--- src/slsd_pkg.sv ---
`timescale 1ns / 1ps
// ----------------------------------------------------------------------------
// slsd_pkg - shared types and constants of the serial LED strip driver
// Store geometry, bit timing defaults, action and register codes, and the
// structs passed between the store, the frame serialiser and the top level.
// ----------------------------------------------------------------------------
package slsd_pkg;

    localparam int MAX_PIXELS     = 256;
    localparam int ADDR_W         = $clog2(MAX_PIXELS);
    localparam int BITS_PER_PIXEL = 24;
    localparam int BIT_CNT_W      = $clog2(BITS_PER_PIXEL);
    localparam int COLOR_W        = 24;
    localparam int COUNT_W        = 9;
    localparam int TICK_W         = 8;
    localparam int INDEX_W        = 8;
    localparam int CFG_IDX_W      = 3;
    localparam int CFG_DATA_W     = 9;

    localparam logic [COUNT_W-1:0] RST_PIXEL_COUNT = COUNT_W'(0);
    localparam logic [TICK_W-1:0]  RST_ONE_HIGH    = TICK_W'(28);
    localparam logic [TICK_W-1:0]  RST_ONE_LOW     = TICK_W'(10);
    localparam logic [TICK_W-1:0]  RST_ZERO_HIGH   = TICK_W'(9);
    localparam logic [TICK_W-1:0]  RST_ZERO_LOW    = TICK_W'(3);

    typedef enum logic [1:0] {
        ACT_TICK  = 2'd0,
        ACT_WRITE = 2'd1,
        ACT_FILL  = 2'd2,
        ACT_START = 2'd3
    } t_action;

    typedef enum logic [CFG_IDX_W-1:0] {
        CFG_PIXEL_COUNT = 3'd0,
        CFG_ONE_HIGH    = 3'd1,
        CFG_ONE_LOW     = 3'd2,
        CFG_ZERO_HIGH   = 3'd3,
        CFG_ZERO_LOW    = 3'd4
    } t_cfg_reg;

    typedef struct packed {
        logic [COUNT_W-1:0] pixel_count;
        logic [TICK_W-1:0]  one_high;
        logic [TICK_W-1:0]  one_low;
        logic [TICK_W-1:0]  zero_high;
        logic [TICK_W-1:0]  zero_low;
    } t_timing;

    typedef struct packed {
        logic              en;
        logic [ADDR_W-1:0] addr;
    } t_rd_req;

    typedef struct packed {
        logic en;
        logic [ADDR_W-1:0]  addr;
        logic [COLOR_W-1:0] data;
    } t_wr_req;

    typedef struct packed {
        logic refused;
        logic busy;
        logic level;
    } t_result;

    // Pixels in use, clamped to the store depth
    function automatic logic [COUNT_W-1:0] used_pixels(input logic [COUNT_W-1:0] count);
        logic [COUNT_W-1:0] lim;
        lim = COUNT_W'(MAX_PIXELS);
        return (count > lim) ? lim : count;
    endfunction

endpackage

--- src/slsd_frame.sv ---
`timescale 1ns / 1ps
// ----------------------------------------------------------------------------
// slsd_frame - frame serialiser
// Shifts pixels out MSB first, one tick per accepted item, timing each bit as
// a high phase then a low phase. The colour of the next pixel is prefetched
// from the store while the current one is sent.
// ----------------------------------------------------------------------------
module slsd_frame (
    input  logic                         i_clk,
    input  logic                         i_rst_n,
    input  logic                         i_en,
    input  slsd_pkg::t_action            i_action,
    input  slsd_pkg::t_timing            i_timing,
    input  logic [slsd_pkg::COLOR_W-1:0] i_first,
    input  logic [slsd_pkg::COLOR_W-1:0] i_rd_data,
    output slsd_pkg::t_rd_req            o_rd,
    output slsd_pkg::t_result            o_result,
    output logic                         o_sending
);

    typedef struct packed {
        logic                           sending;
        logic [slsd_pkg::COUNT_W-1:0]   pc;
        logic [slsd_pkg::BIT_CNT_W-1:0] bitc;
        logic                           low;
        logic [slsd_pkg::TICK_W-1:0]    ph;
        logic [slsd_pkg::COLOR_W-1:0]   sw;
    } t_fstate;

    t_fstate r_state;
    t_fstate n_state;
    t_fstate st;
    t_fstate nx;

    logic [slsd_pkg::COUNT_W-1:0] used;
    logic [slsd_pkg::TICK_W-1:0]  ph_dec;
    logic [slsd_pkg::COUNT_W-1:0] pc_inc;
    logic                         start;
    logic                         tick;
    logic                         level;
    logic                         adv_rd;

    function automatic logic [slsd_pkg::TICK_W-1:0] at_least_one(
        input logic [slsd_pkg::TICK_W-1:0] v);
        return (v == '0) ? slsd_pkg::TICK_W'(1) : v;
    endfunction

    function automatic logic [slsd_pkg::TICK_W-1:0] high_time(
        input logic [slsd_pkg::COLOR_W-1:0] w, input slsd_pkg::t_timing t);
        return at_least_one(w[slsd_pkg::COLOR_W-1] ? t.one_high : t.zero_high);
    endfunction

    function automatic logic [slsd_pkg::TICK_W-1:0] low_time(
        input logic [slsd_pkg::COLOR_W-1:0] w, input slsd_pkg::t_timing t);
        return at_least_one(w[slsd_pkg::COLOR_W-1] ? t.one_low : t.zero_low);
    endfunction

    assign used  = slsd_pkg::used_pixels(i_timing.pixel_count);
    assign start = i_en && !r_state.sending && (i_action == slsd_pkg::ACT_START)
                   && (used != '0);
    assign tick  = i_en && (r_state.sending || start);

    always_comb begin
        st = r_state;
        if (start) begin
            st.sending = 1'b1;
            st.pc      = '0;
            st.bitc    = '0;
            st.low     = 1'b0;
            st.sw      = i_first;
            st.ph      = high_time(i_first, i_timing);
        end

        nx     = st;
        level  = !st.low;
        adv_rd = 1'b0;
        ph_dec = st.ph - {{(slsd_pkg::TICK_W-1){1'b0}}, (st.ph != '0)};
        pc_inc = st.pc + slsd_pkg::COUNT_W'(1);

        if (ph_dec != '0) begin
            nx.ph = ph_dec;
        end else if (!st.low) begin
            nx.low = 1'b1;
            nx.ph  = low_time(st.sw, i_timing);
        end else begin
            nx.low = 1'b0;
            nx.sw  = {st.sw[slsd_pkg::COLOR_W-2:0], 1'b0};
            if (st.bitc == slsd_pkg::BIT_CNT_W'(slsd_pkg::BITS_PER_PIXEL - 1)) begin
                nx.bitc = '0;
                nx.pc   = pc_inc;
                if (pc_inc >= used) begin
                    nx.sending = 1'b0;
                    nx.sw      = '0;
                end else begin
                    // take the prefetched pixel, fetch the one after
                    nx.sw  = i_rd_data;
                    adv_rd = 1'b1;
                end
            end else begin
                nx.bitc = st.bitc + slsd_pkg::BIT_CNT_W'(1);
            end
            nx.ph = nx.sending ? high_time(nx.sw, i_timing) : '0;
        end

        n_state = tick ? nx : r_state;
    end

    always_comb begin
        o_rd.en   = start || (tick && adv_rd);
        o_rd.addr = start ? slsd_pkg::ADDR_W'(1)
                          : pc_inc[slsd_pkg::ADDR_W-1:0] + slsd_pkg::ADDR_W'(1);
    end

    assign o_result.level   = tick ? level : 1'b0;
    assign o_result.busy    = n_state.sending;
    assign o_result.refused = r_state.sending && (i_action != slsd_pkg::ACT_TICK);
    assign o_sending        = r_state.sending;

    always_ff @(posedge i_clk) begin
        if (!i_rst_n) begin
            r_state <= '0;
        end else begin
            r_state <= n_state;
        end
    end

`ifndef SYNTHESIS
    a_phase_live: assert property (@(posedge i_clk) disable iff (!i_rst_n)
        r_state.sending |-> (r_state.ph != '0))
        else $error("phase counter empty during a frame");

    a_idle_clean: assert property (@(posedge i_clk) disable iff (!i_rst_n)
        !r_state.sending |-> (r_state.bitc == '0 && !r_state.low && r_state.ph == '0))
        else $error("serialiser state left over after a frame");

    a_bit_range: assert property (@(posedge i_clk) disable iff (!i_rst_n)
        r_state.bitc < slsd_pkg::BIT_CNT_W'(slsd_pkg::BITS_PER_PIXEL))
        else $error("bit counter beyond pixel width");
`endif

endmodule

--- config.mk ---
export PLATFORM = sky130hd
export DESIGN_NAME = slsd_frame
export DESIGN_NICKNAME = d
export VERILOG_FILES = /design/src/slsd_pkg.sv /design/src/slsd_frame.sv
export SDC_FILE = /design/constraint.sdc
export NUM_CORES = 1
export LEC_CHECK = 0
export ABC_AREA = 1
export BUFFER_PORTS_ARGS = -buffer_cell sky130_fd_sc_hd__clkbuf_2
export CAP_MARGIN = 25
export CORE_MARGIN = 2
export CORE_UTILIZATION = 56
export CTS_CLUSTER_DIAMETER = 40
export DETAILED_ROUTE_END_ITERATION = 10
export GPL_ROUTABILITY_DRIVEN = 0
export PLACE_DENSITY = 0.86
export SYNTH_ARGS = -nofsm -noshare
export SYNTH_HDL_FRONTEND = slang
export SYNTH_SLANG_ARGS = --single-unit
--- constraint.sdc ---
create_clock -name i_clk -period 9.9 [get_ports i_clk]
set_input_delay 2.97 -clock i_clk [delete_from_list [all_inputs] [get_ports i_clk]]
set_output_delay 2.97 -clock i_clk [all_outputs]
set_load 0.005 [all_outputs]
==> results of run 1 <==
==> logic make-up after synthesis <==
group | Yosys count
buf+inv | 158
flops | 48
fa+ha+maj | 14
simple gates | 546
xor+xnor | 6
compound gates | 179
==> stage by stage <==
| step | utilization [%] | hold slack (ns) |
|---|---|---|
| 6_report | 65.09 | 0.4660 |
| 3_5_place_dp | 63.71 | 0.4521 |
| 2_1_floorplan | - | 0.4406 |
| 3_3_place_gp | 63.71 | 0.4478 |
| 4_1_cts | 65.09 | 0.4661 |
| 5_1_grt | 65.09 | 0.4865 |
==> sequential cells by signal (all words and copies together), names as in the netlist <==
name and count:
r_state 47, o_sending 1
==> worst min path at each step <==
| stage | start | end | cells after the start |
|---|---|---|---|
| floorplan | r_state[0]$_SDFFE_PN0P_ | r_state[0]$_SDFFE_PN0P_ | 2 |
| global placement | r_state[12]$_SDFFE_PN0P_ | r_state[12]$_SDFFE_PN0P_ | 2 |
| detailed placement | r_state[13]$_SDFFE_PN0P_ | r_state[13]$_SDFFE_PN0P_ | 2 |
| CTS | r_state[13]$_SDFFE_PN0P_ | r_state[13]$_SDFFE_PN0P_ | 2 |
| global route | r_state[20]$_SDFFE_PN0P_ | r_state[20]$_SDFFE_PN0P_ | 2 |
| finish | r_state[13]$_SDFFE_PN0P_ | r_state[13]$_SDFFE_PN0P_ | 2 |
==> layout by cell type (no fill, tap or decap), types with 9 or more instances in the layout <==
cell type	n
nand2_1	374
ha_1	14
o21ai_0	104
nand3_1	67
dfxtp_1	48
or2_2	23
inv_1	99
o21ai_1	11
a21oi_1	51
clkbuf_2	106
buf_4	9
nor2_1	40
==> final cells by class <==
class / instances / area (um^2)
multi-input cells: 745 / 3511
fillers: 887 / 3074
flip-flops and latches: 48 / 960.9
repair buffers: 115 / 598.1
inverters: 108 / 405.4
well taps: 108 / 135.1
clock buffers: 6 / 82.58
clock inverters: 2 / 38.79
==> power breakdown <==
part | switching (uW) | internal [uW] | total, uW
registers | 1.73 | 197 | 199
clock network | 68.9 | 82.6 | 152
logic | 88.1 | 52.7 | 141
==> routing by layer <==
layer / routed length (um) / vias to the layer above / global-route usage [%]
met3: 965 / 20 / 3.584
met1: 5970 / 2595 / 35.12
met5: 0 / - / 0
met2: 6081 / 251 / 45.63
met4: 179 / 0 / 7.376
li1: - / 3155 / -
==> worst reg2reg max path, delay by kind of cell, from the launching register on <==
kind            cells  cell delay, ns
flops               1            0.38
compound gates      2            0.16
buf+inv             5            0.64
xor+xnor            1            0.30
simple gates       21            2.36
fa+ha+maj           2            0.49
==> impl_table.tex, run 1 <==
\begin{tabular}{lr}
\hline
Metric & Value \\
\hline
\multicolumn{2}{l}{\textbf{Clock network}} \\
Number of gates resized after cts & 0 \\
Clk Latency, worst-skew pair & around 0.31 ns \\
H-tree depth & 2 \\
Post-CTS setup buffer count & 0 \\
Clock root buffer & clkbuf\_8 \\
Clock-pin transition on the worst setup and hold timing paths & 0.09 ns \\
Total CTS buffers & 5 \\
Max clock buf depth & 2 \\
CTS tree & built \\
Clk sinks & 48 \\
Number of buffers added to fix hold violations after cts & 0 \\
\multicolumn{2}{l}{\textbf{STA}} \\
Number of hold violations in the final report & 0 \\
Slew @ Worst Pin & 0.8031 ns \\
Fin crit share & 92.82\% \\
Largest clock skew in the final design & 0.005259 ns \\
Number of pins exceeding their max-slew limit in the final report & 0 \\
Worst slew margin & between 40\% and 50\% \\
Final setup violating endpoints & 0 \\
Min Tclk post-route & a little over 9 ns \\
Fmax & between 0.1 and 0.15 GHz \\
Total Neg Setup Slack & 0 ns \\
PnR worst setup slack & around 0.71 ns \\
Unrepaired setup endpoints after global routing & false \\
\multicolumn{2}{l}{\textbf{Layout}} \\
Post-route insts no fill & between 1000 and 1500 \\
Post-layout nets & 1131 \\
Synthesis-to-layout area growth & 11.87\% \\
Antenna cells & 0 \\
Layout Cell Area excl Fill & 5732 um\^{}2 \\
Layout cell share with drive strength beyond 1 & between 15 and 20\% \\
\multicolumn{2}{l}{\textbf{Drt}} \\
Via/cell ratio & $\sim$5.3 \\
Wirelength per Cell & between 10 and 15 um \\
Initial DRC count & around 400 \\
Wire length reported by the detailed router & approximately 13000 um \\
Count of nets left with antenna violations after detail routing & 0 \\
DRC & 0 \\
Router iterations before antenna repair & 5 \\
Routed vias & around 6000 \\
\multicolumn{2}{l}{\textbf{Placed design}} \\
Instance area after placement & roughly 5600 um\^{}2 \\
Worst setup slack after placement & 0.7184 ns \\
Number of buffers added on ports & between 100 and 150 \\
Placed cell count & around 1100 \\
Estimated wirelength of the detail-placed design & approximately 9400 um \\
\multicolumn{2}{l}{\textbf{GRT}} \\
First-pass GRT wire length & $\sim$22000 um \\
Vias in the first global route & approximately 5100 \\
GR Overflow Total & 0 \\
All-Layer GR Usage & roughly a quarter \\
Largest net degree at the start of global routing & 72 \\
Number of antenna violations at the first check in global routing & 0 \\
\multicolumn{2}{l}{\textbf{Synth}} \\
Async set-or-reset flop fraction in the synthesized netlist & 0\% \\
Synth cell types & 37 \\
Post-synthesis net count & around 1100 \\
Adder-Cell Fraction of Synth Area & $\sim$3.4\% \\
Post-Syn Area & 5124 um\^{}2 \\
Cell type with the largest total area after synthesis & nand2\_1 \\
Number of enable-type register cells in the synthesized netlist & 0 \\
Most numerous cell types in the synthesized netlist & 374 x nand2\_1, 104 x o21ai\_0, 100 x inv\_1, 67 x nand3\_1, 51 x a21oi\_1 \\
Most frequent cell after synthesis & nand2\_1 \\
Fraction of synthesized cell area taken by the top area cell type & a little over a quarter \\
Synthesis-stage register bit count & 48 \\
Basic-gate share of the synthesized area counting and, or, nand and nor cells & between 40\% and 50\% \\
Share of the yosys chip area belonging to registers & between 10\% and 20\% \\
Synthesis Warnings & 0 \\
Combinational family with the most area after synthesis & simple AND/OR/NAND/NOR gates \\
Cells after Synth & 951 \\
Most area-consuming cells after synthesis & nand2\_1 27\%, dfxtp\_1 19\%, o21ai\_0 10\% \\
Fraction of synthesized cell area in xor and xnor cells & slightly above 1\% \\
Portion of netlist area occupied by mux cells & 0\% \\
Synthesized-area fraction occupied by ao, oa, aoi and oai cells & between 10\% and 20\% \\
Top flip-flop cell by instance count after synthesis & dfxtp\_1 \\
Mean instance size in the synthesized netlist & 5.388 um\^{}2 \\
\multicolumn{2}{l}{\textbf{Setup path}} \\
Startpoint class of the critical path & input pin \\
Worst reg2reg path depth & 31 \\
WS Path Type & in -> out \\
Worst R2R Start & o\_sending\$\_SDFF\_PN0\_ \\
Worst stage delay on the critical path & about 0.32 ns \\
Data required time at the worst endpoint & 6.93 ns \\
WP data arrival & about 6.2 ns \\
Crit-path cells & clkbuf\_2 -> nor2\_1 -> nand2\_1 -> nor2\_4 -> nand2\_2 -> nand2\_4 -> nand2\_1 -> inv\_1 -> ha\_1 -> nand3\_1 -> nor2\_2 -> xor2\_1 -> inv\_2 -> ha\_1 -> nand2\_1 -> inv\_1 -> nand2\_1 -> nand2\_1 -> nand2\_1 -> nand3\_1 -> nor2\_2 -> nand2\_1 -> o21ai\_0 -> clkbuf\_2 \\
Biggest fanout along the worst timing path & 28 \\
Capture point of the critical path & o\_rd[8] \\
CP delay by family, top & simple AND/OR/NAND/NOR gates \\
Cell type of the slowest stage on the worst timing path & ha\_1 \\
Critical path's most frequent cell & nand2\_1 \\
Worst-case register-to-register setup slack & 5.43 ns \\
CP endpoint kind & output pin \\
Crit path depth & 24 \\
Worst setup startpoint & i\_timing[36] \\
Worst reg2reg endpoint & r\_state[24]\$\_SDFFE\_PN0P\_ \\
Combined buffer and inverter count along the critical path & 5 \\
\multicolumn{2}{l}{\textbf{Die}} \\
Initial standard-cell utilization of the core & about 58\% \\
Number of top-level pins & 107 \\
CORE AREA & 8806 um\^{}2 \\
FP Rows & 34 \\
Die Outline Area & approximately 9900 um\^{}2 \\
Vertical extent of the die & between 90 and 100 um \\
Horiz. Die Dim & 99.65 um \\
\multicolumn{2}{l}{\textbf{Power and ir drop}} \\
Overall power after layout & between 400 and 500 uW \\
Pwr per Cell Area & between 80 and 90 nW/um\^{}2 \\
Max rail drop VDD & a little over 70 uV \\
Leakage power summed over all cells & between 0.003 and 0.004 uW \\
\multicolumn{2}{l}{\textbf{Status}} \\
Outcome & complete, no violations \\
\multicolumn{2}{l}{\textbf{Run}} \\
\# Max-Cap Violations & 0 \\
\multicolumn{2}{l}{\textbf{Worst hold path}} \\
Min-delay worst type & reg -> reg \\
\hline
\end{tabular}
Power figures use the tool's default switching activity.
==> inputs of run 2 (changes only) <==
--- a/config.mk
+++ b/config.mk
@@ -13,6 +13,7 @@
 export CTS_CLUSTER_DIAMETER = 40
 export DETAILED_ROUTE_END_ITERATION = 10
 export GPL_ROUTABILITY_DRIVEN = 0
+export MAX_ROUTING_LAYER = met4
 export PLACE_DENSITY = 0.86
 export SYNTH_ARGS = -nofsm -noshare
 export SYNTH_HDL_FRONTEND = slang
==> run 2 against run 1 <==
  * Via count decreased by 0.96%
  * Core utilization stayed put
  * Register-to-register slack better by 0.02 ns
  * Critical path type unchanged
  * Largest cell class unchanged
==> impl_table.tex, run 2 (same netlist as run 1, synthesis figures left out) <==
\begin{tabular}{lr}
\hline
Metric & Value \\
\hline
\multicolumn{2}{l}{\textbf{Layout}} \\
Largest reg by FF count & r\_state \\
Post-route insts no fill & around 1100 \\
Antenna cells & 0 \\
Post-layout nets & between 1000 and 1500 \\
Most common library cell in the layout ignoring fill and taps & nand2\_1 \\
Layout cell share with drive strength beyond 1 & between 10\% and 20\% \\
Layout Cell Area excl Fill & 5732 um\^{}2 \\
Synthesis-to-layout area growth & 11.87\% \\
Number of flip-flops in the largest register & 47 \\
Final design utilization & 65.09\% \\
Most frequent cells in the layout & 374 x nand2\_1, 106 x clkbuf\_2, 104 x o21ai\_0 \\
\multicolumn{2}{l}{\textbf{Clock network}} \\
Number of gates resized after cts & 0 \\
Clock-pin transition on the worst setup and hold timing paths & 0.09 ns \\
Max clock buf depth & 2 \\
Total CTS buffers & 5 \\
Clk Latency, worst-skew pair & between 0.3 and 0.4 ns \\
H-tree depth & 2 \\
Clock root buffer & clkbuf\_8 \\
CTS tree & built \\
Post-CTS setup buffer count & 0 \\
Clk sinks & 48 \\
Number of buffers added to fix hold violations after cts & 0 \\
\multicolumn{2}{l}{\textbf{Setup path}} \\
Worst reg2reg endpoint & r\_state[24]\$\_SDFFE\_PN0P\_ \\
WS Path Type & in -> out \\
Worst R2R Start & o\_sending\$\_SDFF\_PN0\_ \\
Worst setup startpoint & i\_timing[36] \\
Startpoint class of the critical path & input pin \\
Capture point of the critical path & o\_rd[8] \\
Biggest fanout along the worst timing path & 28 \\
WP data arrival & between 6 and 7 ns \\
Data required time at the worst endpoint & roughly 6.9 ns \\
Worst-case register-to-register setup slack & 5.45 ns \\
Worst reg2reg path depth & 31 \\
CP endpoint kind & output pin \\
\multicolumn{2}{l}{\textbf{Drt}} \\
Initial DRC count & 409 \\
Wirelength per Cell & between 10 and 15 um \\
Router iterations before antenna repair & 5 \\
Wire length reported by the detailed router & between 10000 and 15000 um \\
Count of nets left with antenna violations after detail routing & 0 \\
DRC & 0 \\
Routed vias & 5963 \\
Via/cell ratio & $\sim$5.3 \\
\multicolumn{2}{l}{\textbf{STA}} \\
Fmax & 0.1088 GHz \\
Min Tclk post-route & between 9 and 10 ns \\
Number of hold violations in the final report & 0 \\
Largest clock skew in the final design & between 0.003 and 0.004 ns \\
Total Neg Setup Slack & 0 ns \\
Fin crit share & between 90 and 100\% \\
Unrepaired setup endpoints after global routing & false \\
Number of pins exceeding their max-slew limit in the final report & 0 \\
Final setup violating endpoints & 0 \\
Slew @ Worst Pin & 0.8011 ns \\
Worst slew margin & approximately 46\% \\
\multicolumn{2}{l}{\textbf{Placed design}} \\
Number of buffers added on ports & between 100 and 150 \\
Estimated wirelength of the detail-placed design & $\sim$9400 um \\
Placed cell count & about 1100 \\
Instance area after placement & between 5000 and 6000 um\^{}2 \\
\multicolumn{2}{l}{\textbf{Power and ir drop}} \\
Overall power after layout & 491.0 uW \\
Psw & 158.5 uW \\
Switching power share of the total & around a third \\
Proportion of power drawn by flip-flops and latches & between 40\% and 50\% \\
Pwr per Cell Area & between 80 and 90 nW/um\^{}2 \\
Comb pwr share & $\sim$29\% \\
Leakage power summed over all cells & around 0.0031 uW \\
Clock network power share & between 30\% and 40\% \\
Total internal power & roughly 330 uW \\
Max rail drop VDD & approximately 70 uV \\
\multicolumn{2}{l}{\textbf{Die}} \\
Vertical extent of the die & about 100 um \\
Initial standard-cell utilization of the core & 58.18\% \\
Number of top-level pins & between 100 and 150 \\
Horiz. Die Dim & roughly 100 um \\
CORE AREA & between 8000 and 9000 um\^{}2 \\
FP Rows & 34 \\
Die Outline Area & $\sim$10000 um\^{}2 \\
\multicolumn{2}{l}{\textbf{GRT}} \\
Number of antenna violations at the first check in global routing & 0 \\
GR Overflow Total & 0 \\
All-Layer GR Usage & 27.47\% \\
First-pass GRT wire length & between 20000 and 25000 um \\
Vias in the first global route & between 5000 and 6000 \\
Largest net degree at the start of global routing & between 70 and 80 \\
\multicolumn{2}{l}{\textbf{Worst hold path}} \\
Min-delay worst type & reg -> reg \\
\multicolumn{2}{l}{\textbf{Status}} \\
Outcome & complete, no violations \\
\multicolumn{2}{l}{\textbf{Run}} \\
\# Max-Cap Violations & 0 \\
\hline
\end{tabular}
run 2: cell counts in the layout (fill, tap and decap cells not counted):
No cell type changed its count.
run 2: critical path, stage by stage:
cell and delay (ns):
clkbuf_2 0.09, nor2_1 0.10, nand2_1 0.10, nor2_4 0.15, nand2_2 0.09, nand2_4 0.26
nand2_1 0.15, inv_1 0.14, ha_1 0.17, nand3_1 0.11, nor2_2 0.22, xor2_1 0.30
inv_2 0.10, ha_1 0.32, nand2_1 0.10, inv_1 0.04, nand2_1 0.05, nand2_1 0.07
nand2_1 0.07, nand3_1 0.08, nor2_2 0.13, nand2_1 0.07, o21ai_0 0.19, clkbuf_2 0.14
run 2: worst min path at each step:
stage | cells past startpoint | slack (ns) | from | to
6_report | 2 | 0.47 | r_state[13]$_SDFFE_PN0P_ | r_state[13]$_SDFFE_PN0P_
5_1_grt | 2 | 0.49 | r_state[20]$_SDFFE_PN0P_ | r_state[20]$_SDFFE_PN0P_
4_1_cts | 2 | 0.47 | r_state[13]$_SDFFE_PN0P_ | r_state[13]$_SDFFE_PN0P_
3_5_place_dp | 2 | 0.45 | r_state[13]$_SDFFE_PN0P_ | r_state[13]$_SDFFE_PN0P_
3_3_place_gp | 2 | 0.45 | r_state[12]$_SDFFE_PN0P_ | r_state[12]$_SDFFE_PN0P_
2_1_floorplan | 2 | 0.44 | r_state[0]$_SDFFE_PN0P_ | r_state[0]$_SDFFE_PN0P_
run 2: final cells by class:
cell class,count,area [um^2]
repair buffers,115,598.1
multi-input cells,745,3511
clock inverters,2,38.79
flip-flops and latches,48,960.9
inverters,108,405.4
well taps,108,135.1
fillers,887,3074
clock buffers,6,82.58
run 2: layer usage:
metal,global-route usage (%),up-vias,part of all wire (%),routed length (um)
li1,-,3159,-,-
met1,35.51,2584,46,6107
met2,45.58,206,47,6128
met3,3.233,14,5.9,779
met4,7.376,0,1.1,146
met5,-,-,0,0
run 2: metrics by stage:
| stage | hold WS [ns] | worst slack, ns |
|---|---|---|
| after CTS | 0.4661 | 0.6948 |
| after global routing | 0.4865 | 0.2598 |
| after detailed placement | 0.4521 | 0.7184 |
| after global placement | 0.4478 | 0.8296 |
| after floorplan | 0.4406 | 0.7405 |
| final | 0.4665 | 0.7130 |
run 2: power groups by stage:
| stage | Clock [uW] | Sequential, uW | Combinational [uW] |
|---|---|---|---|
| finish | 151 | 199 | 141 |
| global route | 163 | 200 | 159 |
| CTS | 153 | 199 | 139 |
| detailed placement | 0 | 203 | 138 |
| global placement | 0 | 203 | 136 |
| floorplan | 0 | 203 | 99.9 |
